$ cat src/lr_pkg.sv
package lr_pkg;

  // Coordinate width is fixed by the payload fields
  localparam int LR_COORD_W   = 10;
  localparam int LR_COLOR_W   = 16;
  // Default fraction width of the minor-axis increment
  localparam int LR_FRAC_BITS = 16;

  // Action codes of the input item
  localparam logic LR_ACT_START   = 1'b0;
  localparam logic LR_ACT_ADVANCE = 1'b1;

  typedef struct packed {
    logic                  action;
    logic [LR_COORD_W-1:0] start_x;
    logic [LR_COORD_W-1:0] start_y;
    logic [LR_COORD_W-1:0] end_x;
    logic [LR_COORD_W-1:0] end_y;
    logic [LR_COLOR_W-1:0] pen_color;
  } lr_in_t;

  typedef struct packed {
    logic [LR_COORD_W-1:0] pixel_x;
    logic [LR_COORD_W-1:0] pixel_y;
    logic [LR_COLOR_W-1:0] pixel_color;
    logic                  last_pixel;
  } lr_out_t;

  // Controller to datapath
  typedef struct packed {
    logic load;     // latch endpoints and color
    logic setup;    // compute deltas, start divider
    logic finish;   // apply sign to quotient, store increment
    logic advance;  // emit one pixel, step the line
  } lr_cmd_t;

  // Datapath to controller
  typedef struct packed {
    logic div_last;  // divider performs its final iteration this cycle
    logic last;      // current pixel is the final one of the line
  } lr_stat_t;

endpackage

$ cat src/line_rasterizer_unit.sv
// Channel  Ports                          Direction  Moves
// in       in_valid, in_stall, in_item    in         start or advance item
// out      out_valid, out_stall, out_item out        one pixel per transfer
//
// Advance items run at one per cycle while out is not stalled, each pixel landing in an output register.
// A start item holds off the next item until its setup is done: it is latched,
// the deltas are formed, FRACTION_BITS + 1 restoring-divider iterations run
// and the signed increment is stored.
// Synchronous active-low reset returns the engine to idle with no line.
// in_stall rises during setup and while a held pixel is stalled on out.
module line_rasterizer_unit import lr_pkg::*; #(
  parameter int FRACTION_BITS = LR_FRAC_BITS
) (
  input  logic    clk,
  input  logic    rst_n,
  input  logic    in_valid,
  output logic    in_stall,
  input  lr_in_t  in_item,
  output logic    out_valid,
  input  logic    out_stall,
  output lr_out_t out_item
);

  lr_cmd_t  cmd;
  lr_stat_t stat;

  lr_ctrl u_ctrl (
    .clk       (clk),
    .rst_n     (rst_n),
    .in_valid  (in_valid),
    .in_action (in_item.action),
    .in_stall  (in_stall),
    .out_valid (out_valid),
    .out_stall (out_stall),
    .stat      (stat),
    .cmd       (cmd)
  );

  lr_datapath #(
    .FRACTION_BITS(FRACTION_BITS)
  ) u_dp (
    .clk      (clk),
    .rst_n    (rst_n),
    .cmd      (cmd),
    .in_item  (in_item),
    .stat     (stat),
    .out_item (out_item)
  );

`ifndef SYNTHESIS
  // A new pixel only follows an accepted advance
  a_pixel_from_advance: assert property (@(posedge clk) disable iff (!rst_n)
    $rose(out_valid) |->
      $past(in_valid && !in_stall && (in_item.action == LR_ACT_ADVANCE)))
    else $error("pixel appeared without an advance transfer");

  // Input is held off for the whole line setup
  a_stall_in_setup: assert property (@(posedge clk) disable iff (!rst_n)
    cmd.setup |-> in_stall)
    else $error("input taken during line setup");

  // Increment is stored only right after the final divider step
  a_finish_after_div: assert property (@(posedge clk) disable iff (!rst_n)
    cmd.finish |-> $past(stat.div_last))
    else $error("increment stored before division completed");
`endif

endmodule

$ cat src/lr_divider.sv
module lr_divider import lr_pkg::*; #(
  parameter int FRACTION_BITS = LR_FRAC_BITS
) (
  input  logic                    clk,
  input  logic                    rst_n,
  input  logic                    start,
  input  logic [LR_COORD_W-1:0]   num,
  input  logic [LR_COORD_W-1:0]   den,
  output logic                    last,
  output logic [FRACTION_BITS:0]  quotient
);

  localparam int CntW = $clog2(FRACTION_BITS + 1);
  localparam int RemW = LR_COORD_W + 1;

  logic                   busy_r, busy_nxt;
  logic [CntW-1:0]        cnt_r, cnt_nxt;
  logic [RemW-1:0]        rem_r, rem_nxt;
  logic [LR_COORD_W-1:0]  den_r, den_nxt;
  logic [FRACTION_BITS:0] quo_r, quo_nxt;

  logic [RemW:0]          diff;
  logic                   ge;
  logic [RemW-1:0]        rem_keep;

  // One restoring step: compare, subtract, shift in a quotient bit
  assign diff     = {1'b0, rem_r} - {2'b00, den_r};
  assign ge       = ~diff[RemW];
  assign rem_keep = ge ? diff[RemW-1:0] : rem_r;

  always_comb begin
    busy_nxt = busy_r;
    cnt_nxt  = cnt_r;
    rem_nxt  = rem_r;
    den_nxt  = den_r;
    quo_nxt  = quo_r;
    if (start) begin
      busy_nxt = 1'b1;
      cnt_nxt  = CntW'(FRACTION_BITS);
      rem_nxt  = {1'b0, num};
      den_nxt  = den;
      quo_nxt  = '0;
    end else if (busy_r) begin
      rem_nxt = {rem_keep[LR_COORD_W-1:0], 1'b0};
      quo_nxt = {quo_r[FRACTION_BITS-1:0], ge};
      cnt_nxt = cnt_r - 1'b1;
      if (cnt_r == '0) begin
        busy_nxt = 1'b0;
      end
    end
  end

  // Control
  always_ff @(posedge clk) begin
    if (!rst_n) begin
      busy_r <= 1'b0;
      cnt_r  <= '0;
    end else begin
      busy_r <= busy_nxt;
      cnt_r  <= cnt_nxt;
    end
  end

  // Operands and partial results
  always_ff @(posedge clk) begin
    rem_r <= rem_nxt;
    den_r <= den_nxt;
    quo_r <= quo_nxt;
  end

  assign last     = busy_r && (cnt_r == '0);
  assign quotient = quo_r;

endmodule

$ cat src/lr_datapath.sv
module lr_datapath import lr_pkg::*; #(
  parameter int FRACTION_BITS = LR_FRAC_BITS
) (
  input  logic     clk,
  input  logic     rst_n,
  input  lr_cmd_t  cmd,
  input  lr_in_t   in_item,
  output lr_stat_t stat,
  output lr_out_t  out_item
);

  localparam int CW   = LR_COORD_W;
  localparam int IncW = FRACTION_BITS + 2;
  localparam int AccW = CW + FRACTION_BITS + 2;

  // Latched endpoints and color
  logic [CW-1:0]         org_x_r, org_y_r, end_x_r, end_y_r;
  logic [LR_COLOR_W-1:0] color_r;

  // Line state
  logic                  y_major_r;
  logic                  step_neg_r;
  logic                  minor_neg_r;
  logic                  maj_zero_r;
  logic [CW-1:0]         remain_r;
  logic [CW-1:0]         major_pos_r;
  logic [CW-1:0]         minor_org_r;
  logic signed [AccW-1:0] accum_r;
  logic signed [IncW-1:0] inc_r;
  lr_out_t               out_r;

  // Setup math
  logic signed [CW:0]    dx, dy;
  logic [CW-1:0]         adx, ady;
  logic                  y_major;
  logic [CW-1:0]         maj_mag, min_mag;
  logic                  maj_neg, min_neg;

  // Divider
  logic                  div_last;
  logic [FRACTION_BITS:0] quo;
  logic signed [IncW-1:0] quo_s;

  // Pixel math
  logic signed [AccW-FRACTION_BITS-1:0] moff;
  logic [CW-1:0]         minor_pos;

  assign dx      = $signed({1'b0, end_x_r}) - $signed({1'b0, org_x_r});
  assign dy      = $signed({1'b0, end_y_r}) - $signed({1'b0, org_y_r});
  assign adx     = dx[CW] ? CW'(-dx) : dx[CW-1:0];
  assign ady     = dy[CW] ? CW'(-dy) : dy[CW-1:0];
  // ties go to x
  assign y_major = ady > adx;
  assign maj_mag = y_major ? ady : adx;
  assign min_mag = y_major ? adx : ady;
  assign maj_neg = y_major ? dy[CW] : dx[CW];
  assign min_neg = y_major ? dx[CW] : dy[CW];

  lr_divider #(
    .FRACTION_BITS(FRACTION_BITS)
  ) u_div (
    .clk      (clk),
    .rst_n    (rst_n),
    .start    (cmd.setup),
    .num      (min_mag),
    .den      (maj_mag),
    .last     (div_last),
    .quotient (quo)
  );

  // Magnitude quotient, truncated toward zero, as a non-negative signed value; the minor sign is applied on finish
  assign quo_s = $signed({1'b0, quo});

  // Minor coordinate: origin plus floor of the accumulator
  assign moff      = accum_r[AccW-1:FRACTION_BITS];
  assign minor_pos = minor_org_r + moff[CW-1:0];

  always_ff @(posedge clk) begin
    if (!rst_n) begin
      org_x_r     <= '0;
      org_y_r     <= '0;
      end_x_r     <= '0;
      end_y_r     <= '0;
      color_r     <= '0;
      y_major_r   <= 1'b0;
      step_neg_r  <= 1'b0;
      minor_neg_r <= 1'b0;
      maj_zero_r  <= 1'b0;
      remain_r    <= '0;
      major_pos_r <= '0;
      minor_org_r <= '0;
      accum_r     <= '0;
      inc_r       <= '0;
      out_r       <= '0;
    end else begin
      if (cmd.load) begin
        org_x_r <= in_item.start_x;
        org_y_r <= in_item.start_y;
        end_x_r <= in_item.end_x;
        end_y_r <= in_item.end_y;
        color_r <= in_item.pen_color;
      end
      if (cmd.setup) begin
        y_major_r   <= y_major;
        step_neg_r  <= maj_neg;
        minor_neg_r <= min_neg;
        maj_zero_r  <= (maj_mag == '0);
        remain_r    <= maj_mag;
        major_pos_r <= y_major ? org_y_r : org_x_r;
        minor_org_r <= y_major ? org_x_r : org_y_r;
        accum_r     <= '0;
      end
      if (cmd.finish) begin
        if (maj_zero_r) begin
          inc_r <= '0;
        end else begin
          inc_r <= minor_neg_r ? -quo_s : quo_s;
        end
      end
      // Emit the current pixel, then step toward the end point
      if (cmd.advance) begin
        out_r.pixel_x     <= y_major_r ? minor_pos : major_pos_r;
        out_r.pixel_y     <= y_major_r ? major_pos_r : minor_pos;
        out_r.pixel_color <= color_r;
        out_r.last_pixel  <= (remain_r == '0);
        if (remain_r != '0) begin
          remain_r    <= remain_r - 1'b1;
          major_pos_r <= step_neg_r ? major_pos_r - 1'b1 : major_pos_r + 1'b1;
          accum_r     <= accum_r + {{(AccW-IncW){inc_r[IncW-1]}}, inc_r};
        end
      end
    end
  end

  assign stat.div_last = div_last;
  assign stat.last     = (remain_r == '0);
  assign out_item      = out_r;

endmodule

$ cat src/lr_ctrl.sv
module lr_ctrl import lr_pkg::*; (
  input  logic     clk,
  input  logic     rst_n,
  input  logic     in_valid,
  input  logic     in_action,
  output logic     in_stall,
  output logic     out_valid,
  input  logic     out_stall,
  input  lr_stat_t stat,
  output lr_cmd_t  cmd
);

  typedef enum logic [2:0] {
    ST_IDLE,
    ST_SETUP,
    ST_DIVIDE,
    ST_FINISH,
    ST_ACTIVE
  } state_t;

  state_t state_r, state_nxt;
  logic   out_valid_r, out_valid_nxt;
  logic   can_take;
  logic   in_xfer;

  // Take an item only while no setup runs and the output slot can be filled
  assign can_take = ((state_r == ST_IDLE) || (state_r == ST_ACTIVE)) &&
                    (!out_valid_r || !out_stall);
  assign in_stall = !can_take;
  assign in_xfer  = in_valid && can_take;

  always_comb begin
    state_nxt   = state_r;
    cmd         = '0;
    case (state_r)
      ST_IDLE: begin
        // an advance with no line is taken and dropped
        if (in_xfer && (in_action == LR_ACT_START)) begin
          cmd.load  = 1'b1;
          state_nxt = ST_SETUP;
        end
      end
      ST_SETUP: begin
        cmd.setup = 1'b1;
        state_nxt = ST_DIVIDE;
      end
      ST_DIVIDE: begin
        if (stat.div_last) begin
          state_nxt = ST_FINISH;
        end
      end
      ST_FINISH: begin
        cmd.finish = 1'b1;
        state_nxt  = ST_ACTIVE;
      end
      ST_ACTIVE: begin
        if (in_xfer) begin
          if (in_action == LR_ACT_START) begin
            cmd.load  = 1'b1;
            state_nxt = ST_SETUP;
          end else begin
            cmd.advance = 1'b1;
            if (stat.last) begin
              state_nxt = ST_IDLE;
            end
          end
        end
      end
      default: begin
        state_nxt = ST_IDLE;
      end
    endcase
    out_valid_nxt = (out_valid_r && out_stall) || cmd.advance;
  end

  always_ff @(posedge clk) begin
    if (!rst_n) begin
      state_r     <= ST_IDLE;
      out_valid_r <= 1'b0;
    end else begin
      state_r     <= state_nxt;
      out_valid_r <= out_valid_nxt;
    end
  end

  assign out_valid = out_valid_r;

endmodule
$ cat config.mk
export PLATFORM = sky130hd
export DESIGN_NAME = line_rasterizer_unit
export DESIGN_NICKNAME = d
export VERILOG_FILES = /design/src/lr_pkg.sv /design/src/line_rasterizer_unit.sv /design/src/lr_divider.sv /design/src/lr_datapath.sv /design/src/lr_ctrl.sv
export SDC_FILE = /design/constraint.sdc
export NUM_CORES = 1
export LEC_CHECK = 0
export CAP_MARGIN = 20
export CORE_MARGIN = 2
export CORE_UTILIZATION = 45
export DETAILED_ROUTE_END_ITERATION = 10
export DONT_BUFFER_PORTS = 1
export GPL_TIMING_DRIVEN = 0
export PLACE_DENSITY = 0.63
export SLEW_MARGIN = 20
export SYNTH_ARGS = -nofsm -noshare
export SYNTH_HDL_FRONTEND = slang
export SYNTH_SLANG_ARGS = --single-unit
$ cat constraint.sdc
create_clock -name clk -period 12.7 [get_ports clk]
set_input_delay 0.635 -clock clk [delete_from_list [all_inputs] [get_ports clk]]
set_output_delay 0.635 -clock clk [all_outputs]
set_load 0.02 [all_outputs]
==> impl_metrics.json, run 1 <==
{
  "synthSimpleGateAreaFrac_pct": 17.8,
  "cts_buffers": 25,
  "avgRoutedWirePerCell_um": 17.7,
  "drt-total-wl_um": 35000,
  "avgViaCountPerCell": 5.54,
  "grt_first_pass_wirelength_um": 55300,
  "drc_errors": 0,
  "synth_top_family_by_area": "compound AO/OA/AOI/OAI gates",
  "ys.flop_type": "dfxtp_1",
  "drv_cap": 0,
  "area_growth_pct": 9.82,
  "hold_path.class": "input pin to register",
  "htreeDepth": 1,
  "syn_area_per_cell_sq_um": 8.44,
  "ioPinCount": 100,
  "first_global_vias": 10400,
  "yosys-top-cells-area": "dfxtp_1 30%, ha_1 8.4%, nand2_1 7.0%, a21boi_0 5.1%, edfxtp_1 4.6%",
  "die_x_um": 175,
  "run_status": "complete, no violations",
  "synth_edf_count": 20,
  "start_util_pct": 45.7,
  "ys_warn_count": 0,
  "synth-compound-area-share_pct": 21.8,
  "synthArstFlopShare_pct": 0,
  "drive_gt1_share_pct": 4.26,
  "die_h_um": 175,
  "syn_nets": 1709,
  "final_cell_count_no_fill": 1980,
  "dp.final_hpwl_um": 26700,
  "tritoncts": "built",
  "critical_path_peak_fanout": 10,
  "max_freq_mhz": 179,
  "io_buffer_count": 0,
  "rsz0062_at_grt": "false",
  "setup_viol": 0,
  "antenna_found_initial": 0,
  "finish.net_count": 1736,
  "muxShareOfSynthArea_pct": 4.57,
  "drtAntennaViolNets": 0,
  "clock_sinks": 219,
  "slew-limit-headroom_pct": 34.0,
  "synthDistinctLibCells": 78,
  "synth_top_cell_area_share_pct": 30.4,
  "rows": 62,
  "postLayoutCoreUtil_pct": 50.2,
  "syn_area_sq_um": 13100,
  "seq_area_frac_synth_pct": 34.9,
  "startpoint_type": "register",
  "clockBufferDepth": 3,
  "synth-xor-area-share_pct": 6.60,
  "firstDrtPassIters": 5,
  "post_cts_buffers": 0,
  "yosysMostFrequentCell": "nand2_1",
  "min_period_over_period_pct": 44.0,
  "ys_seq_elements": 219,
  "cts.clk_slew.worst_paths_ps": 60,
  "cp_data_arrival_time_ps": 5870,
  "worstSkewPairLatency_ps": 560,
  "cts-root-buf": "clkbuf_16",
  "cp_data_required_time_ps": 12970,
  "leakage_nw": 5.80,
  "dp.cells": 1938,
  "power_mw": 4.41,
  "synth.largest_area_cell": "dfxtp_1",
  "first_iter_violations": 703,
  "synthCells": 1554,
  "vias": 11000,
  "slew_violations": 0,
  "peakVddDrop_mv": 0.513,
  "worst_slew_pin_slew_ps": 991,
  "coreArea_sq_um": 28700,
  "layout_min_cycle_time_ps": 5590,
  "crit_type": "register to register",
  "hold_buffers": 0,
  "grt_max_degree": 20,
  "power_density_nw_per_um2": 306,
  "setup-tns-final_ps": 0,
  "gp_congestion": 0.906,
  "track_usage_pct": 22.5,
  "post_cts_resize_count": 0,
  "synth_common_cells": "245 x nand2_1, 199 x dfxtp_1, 89 x a21boi_0",
  "critPathCaptureType": "register",
  "die_area_sq_um": 30500,
  "finalHoldViolCount": 0,
  "grt_overflow_total": 0,
  "clock_skew_ps": 41.5,
  "synth_fa_ha_area_share_pct": 9.31,
  "diodes": 0
}
==> routing by layer <==
metal  vias to the layer above  routed length [um]  GRT usage (%)
li1                       5490                   -              -
met2                       291               15900           37.9
met4                         0                1010           6.32
met1                      5130               16200           30.1
met5                         -                   0              0
met3                        61                1870           3.33
==> flip-flops by register name (all words and copies together), names as in the netlist <==
register / count
u_ctrl.out_valid: 1
u_ctrl.state_r: 3
u_dp.accum_r: 26
u_dp.color_r: 16
u_dp.end_x_r: 10
u_dp.end_y_r: 10
u_dp.inc_r: 18
u_dp.maj_zero_r: 1
u_dp.major_pos_r: 10
u_dp.minor_neg_r: 1
u_dp.minor_org_r: 10
u_dp.org_x_r: 10
u_dp.org_y_r: 10
u_dp.out_item: 37
u_dp.remain_r: 10
u_dp.step_neg_r: 1
u_dp.u_div.busy_r: 1
u_dp.u_div.cnt_r: 5
u_dp.u_div.den_r: 10
u_dp.u_div.quotient: 17
u_dp.u_div.rem_r: 11
u_dp.y_major_r: 1
==> cell families after synthesis <==
logic type,count (synthesis)
buffers and inverters,166
adders and majority gates,94
AOI/OAI and AO/OA,408
xor gates and xnor gates,98
muxes,59
and+or+nand+nor,510
DFF,219
==> final cells by class <==
cell class	instances	area, sq um
fillers	2874	14300
multi-input cells	1169	7890
flip-flops and latches	219	4580
clock buffers	36	737
well taps	384	480
plain buffers	82	332
inverters	84	315
clock inverters	6	71.3
==> through the flow <==
step / worst slack, ps / hold WS (ps) / instance area (sq um)
2_1_floorplan: 8320 / 441 / 13100
3_3_place_gp: 7310 / 447 / 13600
3_5_place_dp: 7260 / 457 / 13600
4_1_cts: 7200 / 203 / 14400
5_1_grt: 6830 / 222 / 14400
6_report: 7110 / 220 / 14400
==> cell usage in the layout, fill, tap and decap left out, types with 34 or more instances in the layout <==
cell and n:
clkbuf_1 73, ha_1 88, nand2_1 245, nor2_1 78, mux2i_1 54, xnor2_1 64
nor2b_1 34, a21oi_1 66, o21ai_0 70, inv_1 83, nand3_1 47, dfxtp_1 199
a21boi_0 89
==> power breakdown <==
part | switching, mW | leakage [nW] | internal (mW) | total (mW)
sequential | 0.114 | 1.80 | 0.892 | 1.01
clock | 0.293 | 0.403 | 0.422 | 0.715
combinational | 1.68 | 3.60 | 1.01 | 2.69
==> worst paths after layout <==
| check | startpoint | endpoint | slack [ps] | cells after the start |
|---|---|---|---|---|
| worst max-delay path | u_dp.org_x_r[0] | u_dp.u_div.rem_r[1] | 7110 | 20 |
| worst min-delay path | in_item[0] | u_dp.color_r[0] | 220 | 2 |
| worst max register to register | u_dp.org_x_r[0] | u_dp.u_div.rem_r[1] | 7110 | 20 |
| worst min register to register | u_dp.end_y_r[0] | u_dp.end_y_r[0] | 460 | 2 |
==> worst max-delay path, cell delays in order (launching register included) <==
cell      delay, ps
dfxtp_1         450
ha_1            240
fa_1            200
nand2b_1        140
a21oi_1         100
a211oi_1        420
xor2_1          340
nand4_1         160
o31ai_1         330
xnor2_1         270
inv_1            80
ha_1            320
nand2_1          50
o21ai_0         230
a21oi_1          70
a41oi_1         310
buf_4           270
buf_4           240
buf_1           570
mux2i_1         200
mux2_2          300
(Power assumes the default switching activity.)
==> run 2: changes to the inputs <==
==> constraint.sdc (replaced) <==
create_clock -name clk -period 5.7 [get_ports clk]
set_input_delay 0.285 -clock clk [delete_from_list [all_inputs] [get_ports clk]]
set_output_delay 0.285 -clock clk [all_outputs]
set_load 0.02 [all_outputs]
==> impl_metrics.json, run 2 (same netlist as run 1, synthesis figures left out) <==
{
  "cp_data_arrival_time_ps": 5670,
  "crit_type": "register to register",
  "setup_viol": 0,
  "die_area_sq_um": 30500,
  "grt_first_pass_wirelength_um": 56800,
  "post_cts_buffers": 0,
  "power_density_nw_per_um2": 658,
  "drv_cap": 0,
  "avgRoutedWirePerCell_um": 17.6,
  "finish.net_count": 1791,
  "gp_congestion": 0.906,
  "cts_buffers": 25,
  "first_iter_violations": 720,
  "start_util_pct": 45.7,
  "dp.cells": 1938,
  "min_period_over_period_pct": 94.7,
  "largest_register_ffs": 37,
  "startpoint_type": "register",
  "rows": 62,
  "layout_min_cycle_time_ps": 5400,
  "worstHoldPathCells": 2,
  "run_status": "complete, no violations",
  "peakVddDrop_mv": 1.32,
  "die_x_um": 175,
  "coreArea_sq_um": 28700,
  "r2r_cells": 21,
  "drive_gt1_share_pct": 4.18,
  "slew-limit-headroom_pct": 33.5,
  "track_usage_pct": 23.1,
  "grt_max_degree": 20,
  "grt_overflow_total": 0,
  "layout_common_cells": "245 x nand2_1, 199 x dfxtp_1, 89 x a21boi_0, 88 x ha_1, 83 x inv_1",
  "dp.final_hpwl_um": 26700,
  "finalHoldViolCount": 0,
  "drtAntennaViolNets": 0,
  "clock_skew_ps": 38.4,
  "slew_violations": 0,
  "rsz0062_at_grt": "false",
  "tritoncts": "built",
  "clockBufferDepth": 3,
  "critical_path_peak_fanout": 10,
  "critPathCaptureType": "register",
  "diodes": 0,
  "ioPinCount": 100,
  "max_freq_mhz": 185,
  "hold_path.class": "input pin to register",
  "setup-tns-final_ps": 0,
  "firstDrtPassIters": 5,
  "mostFrequentLayoutCell": "nand2_1",
  "io_buffer_count": 0,
  "worstSkewPairLatency_ps": 560,
  "antenna_found_initial": 0,
  "die_h_um": 175,
  "cts.clk_slew.worst_paths_ps": 60,
  "final_cell_count_no_fill": 2035,
  "leakage_nw": 6.04,
  "worst_slew_pin_slew_ps": 997,
  "vias": 11300,
  "avgViaCountPerCell": 5.56,
  "drt-total-wl_um": 35800,
  "area_growth_pct": 14.1,
  "htreeDepth": 1,
  "first_global_vias": 10700,
  "clock_sinks": 219,
  "drc_errors": 0,
  "cts-root-buf": "clkbuf_16",
  "cp_data_required_time_ps": 5970
}
[run 2: what timing repair did]
item | 4_1_cts | 5_1_grt
hold buffers | 56 | 0
hold endpoints to repair | 56 | 0
gates resized for setup | 0 | 1
endpoints found under the setup margin | 0 | 6
[run 2: stage by stage]
stage               worst slack, ps  instance area (sq um)  hold WS [ps]  utilization, %  power [mW]
finish                          303                  15000          56.4            52.1        9.85
global route                   11.4                  15000          44.7            52.1        10.5
floorplan                      1320                  13100           430               -        6.65
global placement                310                  13600           433            47.4        8.12
detailed placement              262                  13600           440            47.4        8.21
CTS                             198                  15000          39.0            52.2        9.86
[run 2: where the power goes]
group | total [mW] | internal (mW) | switching, mW
combinational | 6.01 | 2.26 | 3.75
sequential | 2.24 | 1.99 | 0.253
clock | 1.59 | 0.940 | 0.652
[run 2: routing by layer]
layer	share of wire (%)	GRT usage (%)	vias to the layer above
li1	-	-	5604
met1	46	30.5	5324
met2	46	39.5	321
met3	5.2	3.02	58
met4	2.9	6.53	0
met5	0	0	-
[run 2: critical path, cell delays in order (launching register included)]
cell and delay [ps]:
dfxtp_1 480, ha_1 250, fa_1 200, nand2b_1 140, a21oi_1 100, a211oi_1 420
xor2_1 340, nand4_1 150, o31ai_1 330, xnor2_1 270, inv_1 80, ha_1 320
nand2_1 50, o21ai_0 240, a21oi_1 70, a41oi_1 300, buf_4 270, buf_4 240
buf_1 470, mux2i_1 190, nor2_1 140, a21oi_1 50
[run 2: final timing paths]
kind	start	end	slack, ps
hold / removal	in_item[56]	u_ctrl.state_r[0]	60
setup reg to reg	u_dp.org_x_r[0]	u_dp.u_div.rem_r[4]	300
setup / recovery	u_dp.org_x_r[0]	u_dp.u_div.rem_r[4]	300
hold reg to reg	u_dp.end_y_r[0]	u_dp.end_y_r[0]	460
[run 2: area by class of cell]
class / instances / area (sq um)
fillers: 2792 / 13700
multi-input cells: 1169 / 7890
flip-flops and latches: 219 / 4580
clock buffers: 36 / 737
repair buffers: 56 / 561
well taps: 384 / 480
plain buffers: 81 / 329
inverters: 84 / 315
clock inverters: 6 / 71.3
